===== src/sv/mm_pkg.sv =====
`default_nettype none
package mm_pkg;

   localparam int MAX_DIM   = 4;
   localparam int FRAC_BITS = 16;

   localparam int DATA_W  = 32;
   localparam int CFG_W   = 3;
   localparam int KIND_W  = 2;
   localparam int POS_W   = 2;
   localparam int CSR_IDX_W = 2;

   localparam int IDX_W  = $clog2(MAX_DIM);
   localparam int DIM_W  = $clog2(MAX_DIM + 1);
   localparam int DEPTH  = MAX_DIM * MAX_DIM;
   localparam int ADDR_W = $clog2(DEPTH);

   localparam int PROD_W = 2 * DATA_W;
   localparam int ACC_W  = PROD_W + $clog2(MAX_DIM);
   localparam int SH_W   = ACC_W - FRAC_BITS;

   localparam int ITEM_BITS  = POS_W + POS_W + DATA_W;
   localparam int TDATA_W    = ((ITEM_BITS + 7) / 8) * 8;
   localparam int PAD_W      = TDATA_W - ITEM_BITS;

   localparam logic [KIND_W-1:0] KIND_LOAD_LEFT  = 2'd0;
   localparam logic [KIND_W-1:0] KIND_LOAD_RIGHT = 2'd1;
   localparam logic [KIND_W-1:0] KIND_COMPUTE    = 2'd2;

   localparam logic [CSR_IDX_W-1:0] REG_LEFT_ROWS  = 2'd0;
   localparam logic [CSR_IDX_W-1:0] REG_INNER_SIZE = 2'd1;
   localparam logic [CSR_IDX_W-1:0] REG_RIGHT_COLS = 2'd2;

   localparam logic [CFG_W-1:0] CFG_RESET = 3'd4;

   typedef struct packed {
      logic              wr_left;
      logic              wr_right;
      logic [ADDR_W-1:0] wr_addr;
      logic              rd_en;
      logic [ADDR_W-1:0] rd_left_addr;
      logic [ADDR_W-1:0] rd_right_addr;
      logic              first;
      logic              last_k;
      logic              out_load;
      logic [POS_W-1:0]  out_row;
      logic [POS_W-1:0]  out_col;
      logic              out_last;
   } cmd_type;

   typedef struct packed {
      logic acc_valid;
      logic out_busy;
   } sts_type;

   function automatic logic [DIM_W-1:0] clamp_dim(input logic [CFG_W-1:0] d);
      logic [DIM_W-1:0] res;
      if (d == '0) begin
         res = DIM_W'(1);
      end else if (int'(d) > MAX_DIM) begin
         res = DIM_W'(MAX_DIM);
      end else begin
         res = DIM_W'(d);
      end
      return res;
   endfunction

endpackage
`default_nettype wire


===== src/sv/mm_ram.sv =====
`default_nettype none
module mm_ram #(
   parameter int WIDTH = 32,
   parameter int DEPTH = 16
) (
   input  wire logic                     clock,
   input  wire logic                     wr_en,
   input  wire logic [$clog2(DEPTH)-1:0] wr_addr,
   input  wire logic [WIDTH-1:0]         wr_data,
   input  wire logic                     rd_en,
   input  wire logic [$clog2(DEPTH)-1:0] rd_addr,
   output logic      [WIDTH-1:0]         rd_data
);

   logic [WIDTH-1:0] mem_ff [DEPTH];

   always_ff @(posedge clock) begin
      if (wr_en) begin
         mem_ff[wr_addr] <= wr_data;
      end
      if (rd_en) begin
         rd_data <= mem_ff[rd_addr];
      end
   end

endmodule
`default_nettype wire


===== src/sv/mm_ctrl.sv =====
`default_nettype none
module mm_ctrl (
   input  wire logic                          clock,
   input  wire logic                          reset,
   input  wire logic                          req_tvalid,
   output logic                               req_tready,
   input  wire logic [mm_pkg::KIND_W-1:0]     req_kind,
   input  wire logic [mm_pkg::POS_W-1:0]      req_row,
   input  wire logic [mm_pkg::POS_W-1:0]      req_col,
   input  wire logic                          csr_we,
   input  wire logic [mm_pkg::CSR_IDX_W-1:0]  csr_index,
   input  wire logic [mm_pkg::CFG_W-1:0]      csr_wdata,
   input  wire mm_pkg::sts_type               sts,
   output mm_pkg::cmd_type                    cmd
);

   typedef enum logic [1:0] {ST_IDLE, ST_ISSUE, ST_WAIT} state_type;

   state_type                    state_ff;
   logic [mm_pkg::CFG_W-1:0]     rows_cfg_ff, inner_cfg_ff, cols_cfg_ff;
   logic [mm_pkg::DIM_W-1:0]     nr_ff, nk_ff, nc_ff;
   logic [mm_pkg::IDX_W-1:0]     r_ff, c_ff, k_ff;

   logic accept, load_ok, k_last, row_last, col_last, out_go;

   always_comb begin
      req_tready = (state_ff == ST_IDLE);
      accept     = req_tvalid && req_tready;
      load_ok    = (int'(req_row) < mm_pkg::MAX_DIM) && (int'(req_col) < mm_pkg::MAX_DIM);
      k_last     = (int'(k_ff) + 1 == int'(nk_ff));
      row_last   = (int'(r_ff) + 1 == int'(nr_ff));
      col_last   = (int'(c_ff) + 1 == int'(nc_ff));
      out_go     = (state_ff == ST_WAIT) && sts.acc_valid && !sts.out_busy;

      cmd = '0;
      cmd.wr_left  = accept && load_ok && (req_kind == mm_pkg::KIND_LOAD_LEFT);
      cmd.wr_right = accept && load_ok && (req_kind == mm_pkg::KIND_LOAD_RIGHT);
      cmd.wr_addr  = mm_pkg::ADDR_W'(int'(req_row) * mm_pkg::MAX_DIM + int'(req_col));
      cmd.rd_en    = (state_ff == ST_ISSUE);
      cmd.rd_left_addr  = mm_pkg::ADDR_W'(int'(r_ff) * mm_pkg::MAX_DIM + int'(k_ff));
      cmd.rd_right_addr = mm_pkg::ADDR_W'(int'(k_ff) * mm_pkg::MAX_DIM + int'(c_ff));
      cmd.first    = (k_ff == '0);
      cmd.last_k   = k_last;
      cmd.out_load = out_go;
      cmd.out_row  = mm_pkg::POS_W'(r_ff);
      cmd.out_col  = mm_pkg::POS_W'(c_ff);
      cmd.out_last = row_last && col_last;
   end

   always_ff @(posedge clock) begin
      if (reset) begin
         state_ff     <= ST_IDLE;
         rows_cfg_ff  <= mm_pkg::CFG_RESET;
         inner_cfg_ff <= mm_pkg::CFG_RESET;
         cols_cfg_ff  <= mm_pkg::CFG_RESET;
         nr_ff        <= '0;
         nk_ff        <= '0;
         nc_ff        <= '0;
         r_ff         <= '0;
         c_ff         <= '0;
         k_ff         <= '0;
      end else begin
         if (csr_we) begin
            case (csr_index)
               mm_pkg::REG_LEFT_ROWS:  rows_cfg_ff  <= csr_wdata;
               mm_pkg::REG_INNER_SIZE: inner_cfg_ff <= csr_wdata;
               mm_pkg::REG_RIGHT_COLS: cols_cfg_ff  <= csr_wdata;
               default: ;
            endcase
         end
         case (state_ff)
            ST_IDLE: begin
               if (accept && (req_kind == mm_pkg::KIND_COMPUTE)) begin
                  nr_ff    <= mm_pkg::clamp_dim(rows_cfg_ff);
                  nk_ff    <= mm_pkg::clamp_dim(inner_cfg_ff);
                  nc_ff    <= mm_pkg::clamp_dim(cols_cfg_ff);
                  r_ff     <= '0;
                  c_ff     <= '0;
                  k_ff     <= '0;
                  state_ff <= ST_ISSUE;
               end
            end
            ST_ISSUE: begin
               if (k_last) begin
                  k_ff     <= '0;
                  state_ff <= ST_WAIT;
               end else begin
                  k_ff <= k_ff + 1'b1;
               end
            end
            ST_WAIT: begin
               if (out_go) begin
                  if (col_last) begin
                     c_ff <= '0;
                     if (row_last) begin
                        state_ff <= ST_IDLE;
                     end else begin
                        r_ff     <= r_ff + 1'b1;
                        state_ff <= ST_ISSUE;
                     end
                  end else begin
                     c_ff     <= c_ff + 1'b1;
                     state_ff <= ST_ISSUE;
                  end
               end
            end
            default: state_ff <= ST_IDLE;
         endcase
      end
   end

   a_issue_in_range: assert property (@(posedge clock) disable iff (reset)
      (state_ff == ST_ISSUE) |-> (int'(k_ff) < int'(nk_ff)))
      else $error("inner index past inner size");

   a_no_read_on_write: assert property (@(posedge clock) disable iff (reset)
      cmd.rd_en |-> !(cmd.wr_left || cmd.wr_right))
      else $error("store write during product read");

   a_start_on_compute: assert property (@(posedge clock) disable iff (reset)
      ($past(state_ff) == ST_IDLE) && (state_ff == ST_ISSUE)
         |-> $past(req_kind) == mm_pkg::KIND_COMPUTE)
      else $error("product started without compute item");

endmodule
`default_nettype wire


===== src/sv/mm_datapath.sv =====
`default_nettype none
module mm_datapath (
   input  wire logic                        clock,
   input  wire logic                        reset,
   input  wire mm_pkg::cmd_type             cmd,
   output mm_pkg::sts_type                  sts,
   input  wire logic [mm_pkg::DATA_W-1:0]   req_value,
   output logic                             rsp_tvalid,
   input  wire logic                        rsp_tready,
   output logic [mm_pkg::TDATA_W-1:0]       rsp_tdata,
   output logic                             rsp_tuser,
   output logic                             rsp_tlast
);

   logic [mm_pkg::DATA_W-1:0]        left_rd, right_rd;
   logic                             s1_valid_ff, s1_first_ff, s1_last_ff;
   logic                             s2_valid_ff, s2_first_ff, s2_last_ff;
   logic signed [mm_pkg::PROD_W-1:0] prod_ff;
   logic signed [mm_pkg::ACC_W-1:0]  acc_ff, prod_ext;
   logic                             acc_valid_ff;
   logic signed [mm_pkg::ACC_W-1:0]  shifted;
   logic [mm_pkg::SH_W-1:0]          sh;
   logic [mm_pkg::SH_W-mm_pkg::DATA_W:0] hi;
   logic                             fits;
   logic [mm_pkg::DATA_W-1:0]        elem;
   logic                             rsp_valid_ff;

   mm_ram #(.WIDTH(mm_pkg::DATA_W), .DEPTH(mm_pkg::DEPTH)) u_left (
      .clock   (clock),
      .wr_en   (cmd.wr_left),
      .wr_addr (cmd.wr_addr),
      .wr_data (req_value),
      .rd_en   (cmd.rd_en),
      .rd_addr (cmd.rd_left_addr),
      .rd_data (left_rd)
   );

   mm_ram #(.WIDTH(mm_pkg::DATA_W), .DEPTH(mm_pkg::DEPTH)) u_right (
      .clock   (clock),
      .wr_en   (cmd.wr_right),
      .wr_addr (cmd.wr_addr),
      .wr_data (req_value),
      .rd_en   (cmd.rd_en),
      .rd_addr (cmd.rd_right_addr),
      .rd_data (right_rd)
   );

   always_comb begin
      prod_ext = $signed({{(mm_pkg::ACC_W-mm_pkg::PROD_W){prod_ff[mm_pkg::PROD_W-1]}}, prod_ff});
      // floor of the exact sum
      shifted  = acc_ff >>> mm_pkg::FRAC_BITS;
      sh       = shifted[mm_pkg::SH_W-1:0];
      hi       = sh[mm_pkg::SH_W-1:mm_pkg::DATA_W-1];
      fits     = (&hi) || !(|hi);
      if (fits) begin
         elem = sh[mm_pkg::DATA_W-1:0];
      end else if (sh[mm_pkg::SH_W-1]) begin
         elem = {1'b1, {(mm_pkg::DATA_W-1){1'b0}}};
      end else begin
         elem = {1'b0, {(mm_pkg::DATA_W-1){1'b1}}};
      end
      sts.acc_valid = acc_valid_ff;
      sts.out_busy  = rsp_valid_ff && !rsp_tready;
      rsp_tvalid    = rsp_valid_ff;
   end

   always_ff @(posedge clock) begin
      if (reset) begin
         s1_valid_ff  <= 1'b0;
         s2_valid_ff  <= 1'b0;
         acc_valid_ff <= 1'b0;
         rsp_valid_ff <= 1'b0;
      end else begin
         s1_valid_ff <= cmd.rd_en;
         s2_valid_ff <= s1_valid_ff;
         if (s2_valid_ff && s2_last_ff) begin
            acc_valid_ff <= 1'b1;
         end else if (cmd.out_load) begin
            acc_valid_ff <= 1'b0;
         end
         if (cmd.out_load) begin
            rsp_valid_ff <= 1'b1;
         end else if (rsp_tready) begin
            rsp_valid_ff <= 1'b0;
         end
      end
   end

   always_ff @(posedge clock) begin
      s1_first_ff <= cmd.first;
      s1_last_ff  <= cmd.last_k;
      s2_first_ff <= s1_first_ff;
      s2_last_ff  <= s1_last_ff;
      prod_ff     <= $signed(left_rd) * $signed(right_rd);
      if (s2_valid_ff) begin
         acc_ff <= s2_first_ff ? prod_ext : acc_ff + prod_ext;
      end
      if (cmd.out_load) begin
         rsp_tdata <= {mm_pkg::PAD_W'(0), elem, cmd.out_col, cmd.out_row};
         rsp_tuser <= !fits;
         rsp_tlast <= cmd.out_last;
      end
   end

   a_load_needs_sum: assert property (@(posedge clock) disable iff (reset)
      cmd.out_load |-> acc_valid_ff)
      else $error("result loaded before sum complete");

   a_no_overwrite: assert property (@(posedge clock) disable iff (reset)
      cmd.out_load |-> !(rsp_valid_ff && !rsp_tready))
      else $error("held result overwritten");

   a_sum_done: assert property (@(posedge clock) disable iff (reset)
      s2_valid_ff && s2_last_ff |=> acc_valid_ff)
      else $error("finished sum not flagged");

endmodule
`default_nettype wire


===== src/sv/matrix_multiply.sv =====
`default_nettype none
// Fixed-point matrix multiply of up to MAX_DIM x MAX_DIM signed Q16.16
// matrices. Load items (tuser 0 left, 1 right) write one element. A compute
// item (tuser 2) streams left_rows x right_cols product elements in
// row-major order, tlast on the final one, tuser set when an element was
// clipped. Each element takes one store read per inner term through a
// single shared 32x32 multiplier, then passes the read, multiply and
// accumulate registers; the next element starts as soon as the previous one
// sits in the output register. No new item is accepted until the last
// product element sits in the output register. Size registers are read at
// the start of each compute item.
module matrix_multiply (
   input  wire logic                            clock,
   input  wire logic                            reset,
   input  wire logic                            req_tvalid,
   output logic                                 req_tready,
   input  wire logic [mm_pkg::TDATA_W-1:0]      req_tdata,  // row, col, value
   input  wire logic [mm_pkg::KIND_W-1:0]       req_tuser,  // kind
   output logic                                 rsp_tvalid,
   input  wire logic                            rsp_tready,
   output logic [mm_pkg::TDATA_W-1:0]           rsp_tdata,  // out_row, out_col, out_value
   output logic                                 rsp_tuser,  // saturated
   output logic                                 rsp_tlast,
   input  wire logic                            csr_we,
   input  wire logic [mm_pkg::CSR_IDX_W-1:0]    csr_index,
   input  wire logic [mm_pkg::CFG_W-1:0]        csr_wdata
);

   mm_pkg::cmd_type cmd;
   mm_pkg::sts_type sts;

   mm_ctrl u_ctrl (
      .clock      (clock),
      .reset      (reset),
      .req_tvalid (req_tvalid),
      .req_tready (req_tready),
      .req_kind   (req_tuser),
      .req_row    (req_tdata[mm_pkg::POS_W-1:0]),
      .req_col    (req_tdata[2*mm_pkg::POS_W-1:mm_pkg::POS_W]),
      .csr_we     (csr_we),
      .csr_index  (csr_index),
      .csr_wdata  (csr_wdata),
      .sts        (sts),
      .cmd        (cmd)
   );

   mm_datapath u_datapath (
      .clock      (clock),
      .reset      (reset),
      .cmd        (cmd),
      .sts        (sts),
      .req_value  (req_tdata[mm_pkg::ITEM_BITS-1:2*mm_pkg::POS_W]),
      .rsp_tvalid (rsp_tvalid),
      .rsp_tready (rsp_tready),
      .rsp_tdata  (rsp_tdata),
      .rsp_tuser  (rsp_tuser),
      .rsp_tlast  (rsp_tlast)
   );

endmodule
`default_nettype wire


===== config.mk =====
export PLATFORM = sky130hd
export DESIGN_NAME = matrix_multiply
export DESIGN_NICKNAME = d
export VERILOG_FILES = /design/src/sv/mm_pkg.sv /design/src/sv/mm_ram.sv /design/src/sv/mm_ctrl.sv /design/src/sv/mm_datapath.sv /design/src/sv/matrix_multiply.sv
export SDC_FILE = /design/constraint.sdc
export NUM_CORES = 2
export LEC_CHECK = 0
export BUFFER_PORTS_ARGS = -buffer_cell sky130_fd_sc_hd__buf_4
export CORE_MARGIN = 5
export CORE_UTILIZATION = 55
export DETAILED_ROUTE_END_ITERATION = 6
export PLACE_DENSITY = 0.82
export SLEW_MARGIN = 0
export SYNTH_ARGS = -nofsm -noshare
export SYNTH_HDL_FRONTEND = slang
export SYNTH_HIERARCHICAL = 1
export SYNTH_SLANG_ARGS = --single-unit

===== constraint.sdc =====
create_clock -name clock -period 8.9 [get_ports clock]
set_input_delay 0.89 -clock clock [delete_from_list [all_inputs] [get_ports clock]]
set_output_delay 0.89 -clock clock [all_outputs]
set_load 0.02 [all_outputs]

==> metrics.yaml <==
run_status:
  status: "completed"
worst_setup_path:
  slowest_delay_ps: 730
  crit_cells: 26
  required_ps: 9500
  critPathLaunch: "u_datapath/u_left/rd_data[29]"
  cp-start-kind: "flop"
  r2r-end: "u_datapath/prod_ff[63]"
  crit_arrival_ps: 9130
  cp_top_family: "adder cells"
  cp_num_buf_inv: 5
  cp-endpoint: "u_datapath/prod_ff[63]"
  slowest_stage: "edfxtp_1"
  rr_worst_depth: 26
  crit_path_frequent_cell: "fa_1"
  worst_setup_path_end_kind: "flop"
  path_max_fanout: 21
  rrSetupSlack_ps: 370
  critPathKind: "reg -> reg"
  regToRegStartpoint: "u_datapath/u_left/rd_data[29]"
yosys:
  netlist_area_um2: 87400
  syn-instance-count: 6693
  synth_edf_count: 1192
  ys_types: 80
  syn_area_per_cell_um2: 13.1
  async_reset_ff_share_pct: 0
  ys_ff_latch: 1290
  yosysSeqAreaShare_pct: 43.2
  yosysWarnings: 6
  synthFlopType: "edfxtp_1"
floorplanning:
  die_w_um: 409
  die_area_um2: 167000
  start_util_pct: 55.2
  ios: 96
  num_rows: 146
  core_um2: 158000
  fp.dieH_um: 409
routing:
  viasPerCell: 5.95
  drcViolationCount: 0
  wl_per_cell_um: 23.9
  drt-initial-drc-count: 5405
  drt_wl_total_um: 213000
  vias: 52922
  drt-pass1-iter-count: 6
  antenna_left: 0
global_routing:
  grt_util_all_layers_pct: 25.6
  grt_max_degree: 104
  grt_first_pass_wirelength_um: 331000
  overflow: 0
  antenna_found_initial: 10
  grt_pass1_vias: 57096
timing:
  max_slew_margin_pct: 15.4
  worstMarginPinSlew_ps: 1270
  setup_violations: 0
  max_clock_freq_mhz: 117
  finClkSkew_ps: 91.5
  fin_crit_sh_pct: 95.9
  fin_crit_ps: 8530
  maxSlewViolCount: 0
  final.setup.tns_ps: 0
  rsz0062_at_grt: "false"
  hold_viol_final: 0
placement:
  globalplace.congestion: 0.909
  hpwl_um: 144000
  port_buffers: 87
final_layout:
  nFillCells: 11360
  area_growth_pct: 8.81
  fin_nets: 8099
  drive_gt1_share_pct: 11.4
hold_path:
  hp-class: "reg -> reg"
clock_network:
  clock-root-buffer: "clkbuf_16"
  path_clk_slew_ps: 70
  cts.htree.levels: 3
  clk_latency_ps: 760
  cts_buffer_depth: 3
  cts_tree: "done"
  cts.sink_count: 1290
  numCtsBuffers: 121
flow_run:
  cap_violations: 0
==> cell usage in the layout (no fill, tap or decap), types with 13 or more instances in the layout <==
master / instances
ha_1: 253
nor4_1: 13
nor3_1: 21
a211oi_1: 18
bufinv_16: 20
nand3_1: 26
buf_4: 236
edfxtp_1: 1192
nand2_1: 693
clkbuf_16: 124
mux4_2: 256
o21ai_0: 131
a21o_1: 105
a21oi_1: 147
xor2_1: 44
dfxtp_1: 92
and3_1: 13
xnor2_1: 92
clkinv_2: 20
clkbuf_1: 18
clkinv_1: 22
fa_1: 1082
inv_1: 1051
nor2_1: 124
a22oi_1: 131
nor2b_1: 14
nand2b_1: 34
nor2_4: 27
and2_1: 524
a31oi_1: 14
o21bai_1: 24
nand4_1: 38
==> flip-flops by register name, summed over array words and instances (netlist names), 3 cells and up <==
register,flops
u_datapath/u_left/rd_data,32
u_datapath/u_right/rd_data,32
u_datapath/acc_ff,66
u_ctrl/nk_ff,3
u_ctrl/rows_cfg_ff,3
u_ctrl/cols_cfg_ff,3
u_datapath/rsp_tdata,36
u_ctrl/nc_ff,3
u_ctrl/inner_cfg_ff,3
u_ctrl/nr_ff,3
u_datapath/u_right/mem_ff,512
u_datapath/prod_ff,64
u_datapath/u_left/mem_ff,512
==> metrics by stage <==
| stage | hold slack [ps] | utilization [%] | instance area (um^2) | cells | setup slack, ps |
|---|---|---|---|---|---|
| 6_report | 332 | 60.1 | 95100 | 8892 | 367 |
| 5_1_grt | 346 | 60.1 | 95100 | 8888 | 48.9 |
| 4_1_cts | 333 | 59.9 | 94800 | 8866 | 310 |
| 3_5_place_dp | 319 | 57.3 | 90600 | 8641 | 350 |
| 3_3_place_gp | 311 | 57.3 | 90600 | 8641 | 520 |
| 2_1_floorplan | 310 | - | 87400 | 6696 | 1010 |
==> final cells by class <==
class                      count  area (um^2)  share of cell area [%]
clock buffer                 144         3200                    3.36
clock inverter                81         1040                    1.09
multi-input combinational   3994        44500                    46.8
tap                         2072         2590                    2.73
inverter                    1052         3950                    4.15
sequential                  1290        37800                    39.7
antenna                        7         17.5                  0.0184
timing repair buffer         252         2050                    2.16
==> synth_stat cells (20+ instances only) <==
cell	count	share of area [%]
a21oi_1	147	0.84
buf_4	37	0.32
clkbuf_1	285	1.2
nor2_1	151	0.65
inv_1	1052	4.5
a22oi_1	132	1.1
nor3_1	29	0.17
nand2_1	693	3.0
edfxtp_1	1192	41
o21ai_0	131	0.75
a21o_1	105	0.90
xor2_1	44	0.44
dfxtp_1	98	2.2
and2_1	525	3.8
nand4_1	38	0.27
ha_1	253	3.6
o21bai_1	24	0.21
mux4_2	256	6.6
fa_1	1083	25
xnor2_1	92	0.92
nand2b_1	34	0.24
nand3_1	26	0.15
buf_1	20	0.086
==> timing repair <==
item / 4_1_cts / 5_1_grt
resized for setup: 0 / 2
setup endpoints to repair: 0 / 6
buffers inserted: 0 / 19
hold buffers: 0 / 0
==> worst reg2reg max path, stage by stage (launching register included) <==
cell and delay, ps:
edfxtp_1 730, buf_4 370, and2_1 200, fa_1 410, fa_1 500, inv_1 70
fa_1 510, fa_1 530, inv_1 60, fa_1 550, fa_1 430, fa_1 560
inv_1 70, fa_1 500, inv_1 40, ha_1 350, a21o_1 220, a31o_2 230
a21oi_1 160, o221ai_1 200, a221o_1 350, a31oi_1 400, o221ai_2 180, a22oi_2 300
o21ba_2 220, o41ai_2 100, xnor2_1 140
==> routing by layer <==
layer | global-route usage (%) | vias up | wire, um
met5 | 0 | - | 0
met4 | 8.84 | 0 | 8630
met3 | 6.03 | 554 | 22700
met2 | 42.6 | 2987 | 104000
met1 | 33.3 | 27080 | 77800
li1 | - | 22301 | -
==> cells by family after synthesis <==
group                    after synthesis  share of synthesized area, %
multiplexers                         268                          6.74
AO/OA/AOI/OAI                        665                          5.02
other                                  1                       0.00429
adder cells (fa/ha/maj)             1336                          28.4
XOR/XNOR                             136                          1.36
buffers and inverters               1412                          6.26
AND/OR/NAND/NOR                     1585                          8.97
flip-flops                          1290                          43.2
==> worst min path at each step <==
stage / from / end / slack, ps / cells past startpoint
after global placement: u_datapath/s1_last_ff / u_datapath/s2_last_ff / 310 / 0
after global routing: u_datapath/s1_last_ff / u_datapath/s2_last_ff / 350 / 0
after CTS: u_datapath/s1_last_ff / u_datapath/s2_last_ff / 330 / 0
final: u_datapath/s1_last_ff / u_datapath/s2_last_ff / 330 / 0
after detailed placement: u_datapath/s1_last_ff / u_datapath/s2_last_ff / 320 / 0
after floorplan: u_datapath/s1_first_ff / u_datapath/s2_first_ff / 310 / 0
Power is left out: the tool's default activity adds up to more than one toggle a clock period on the data nets, which glitch-free logic cannot reach.
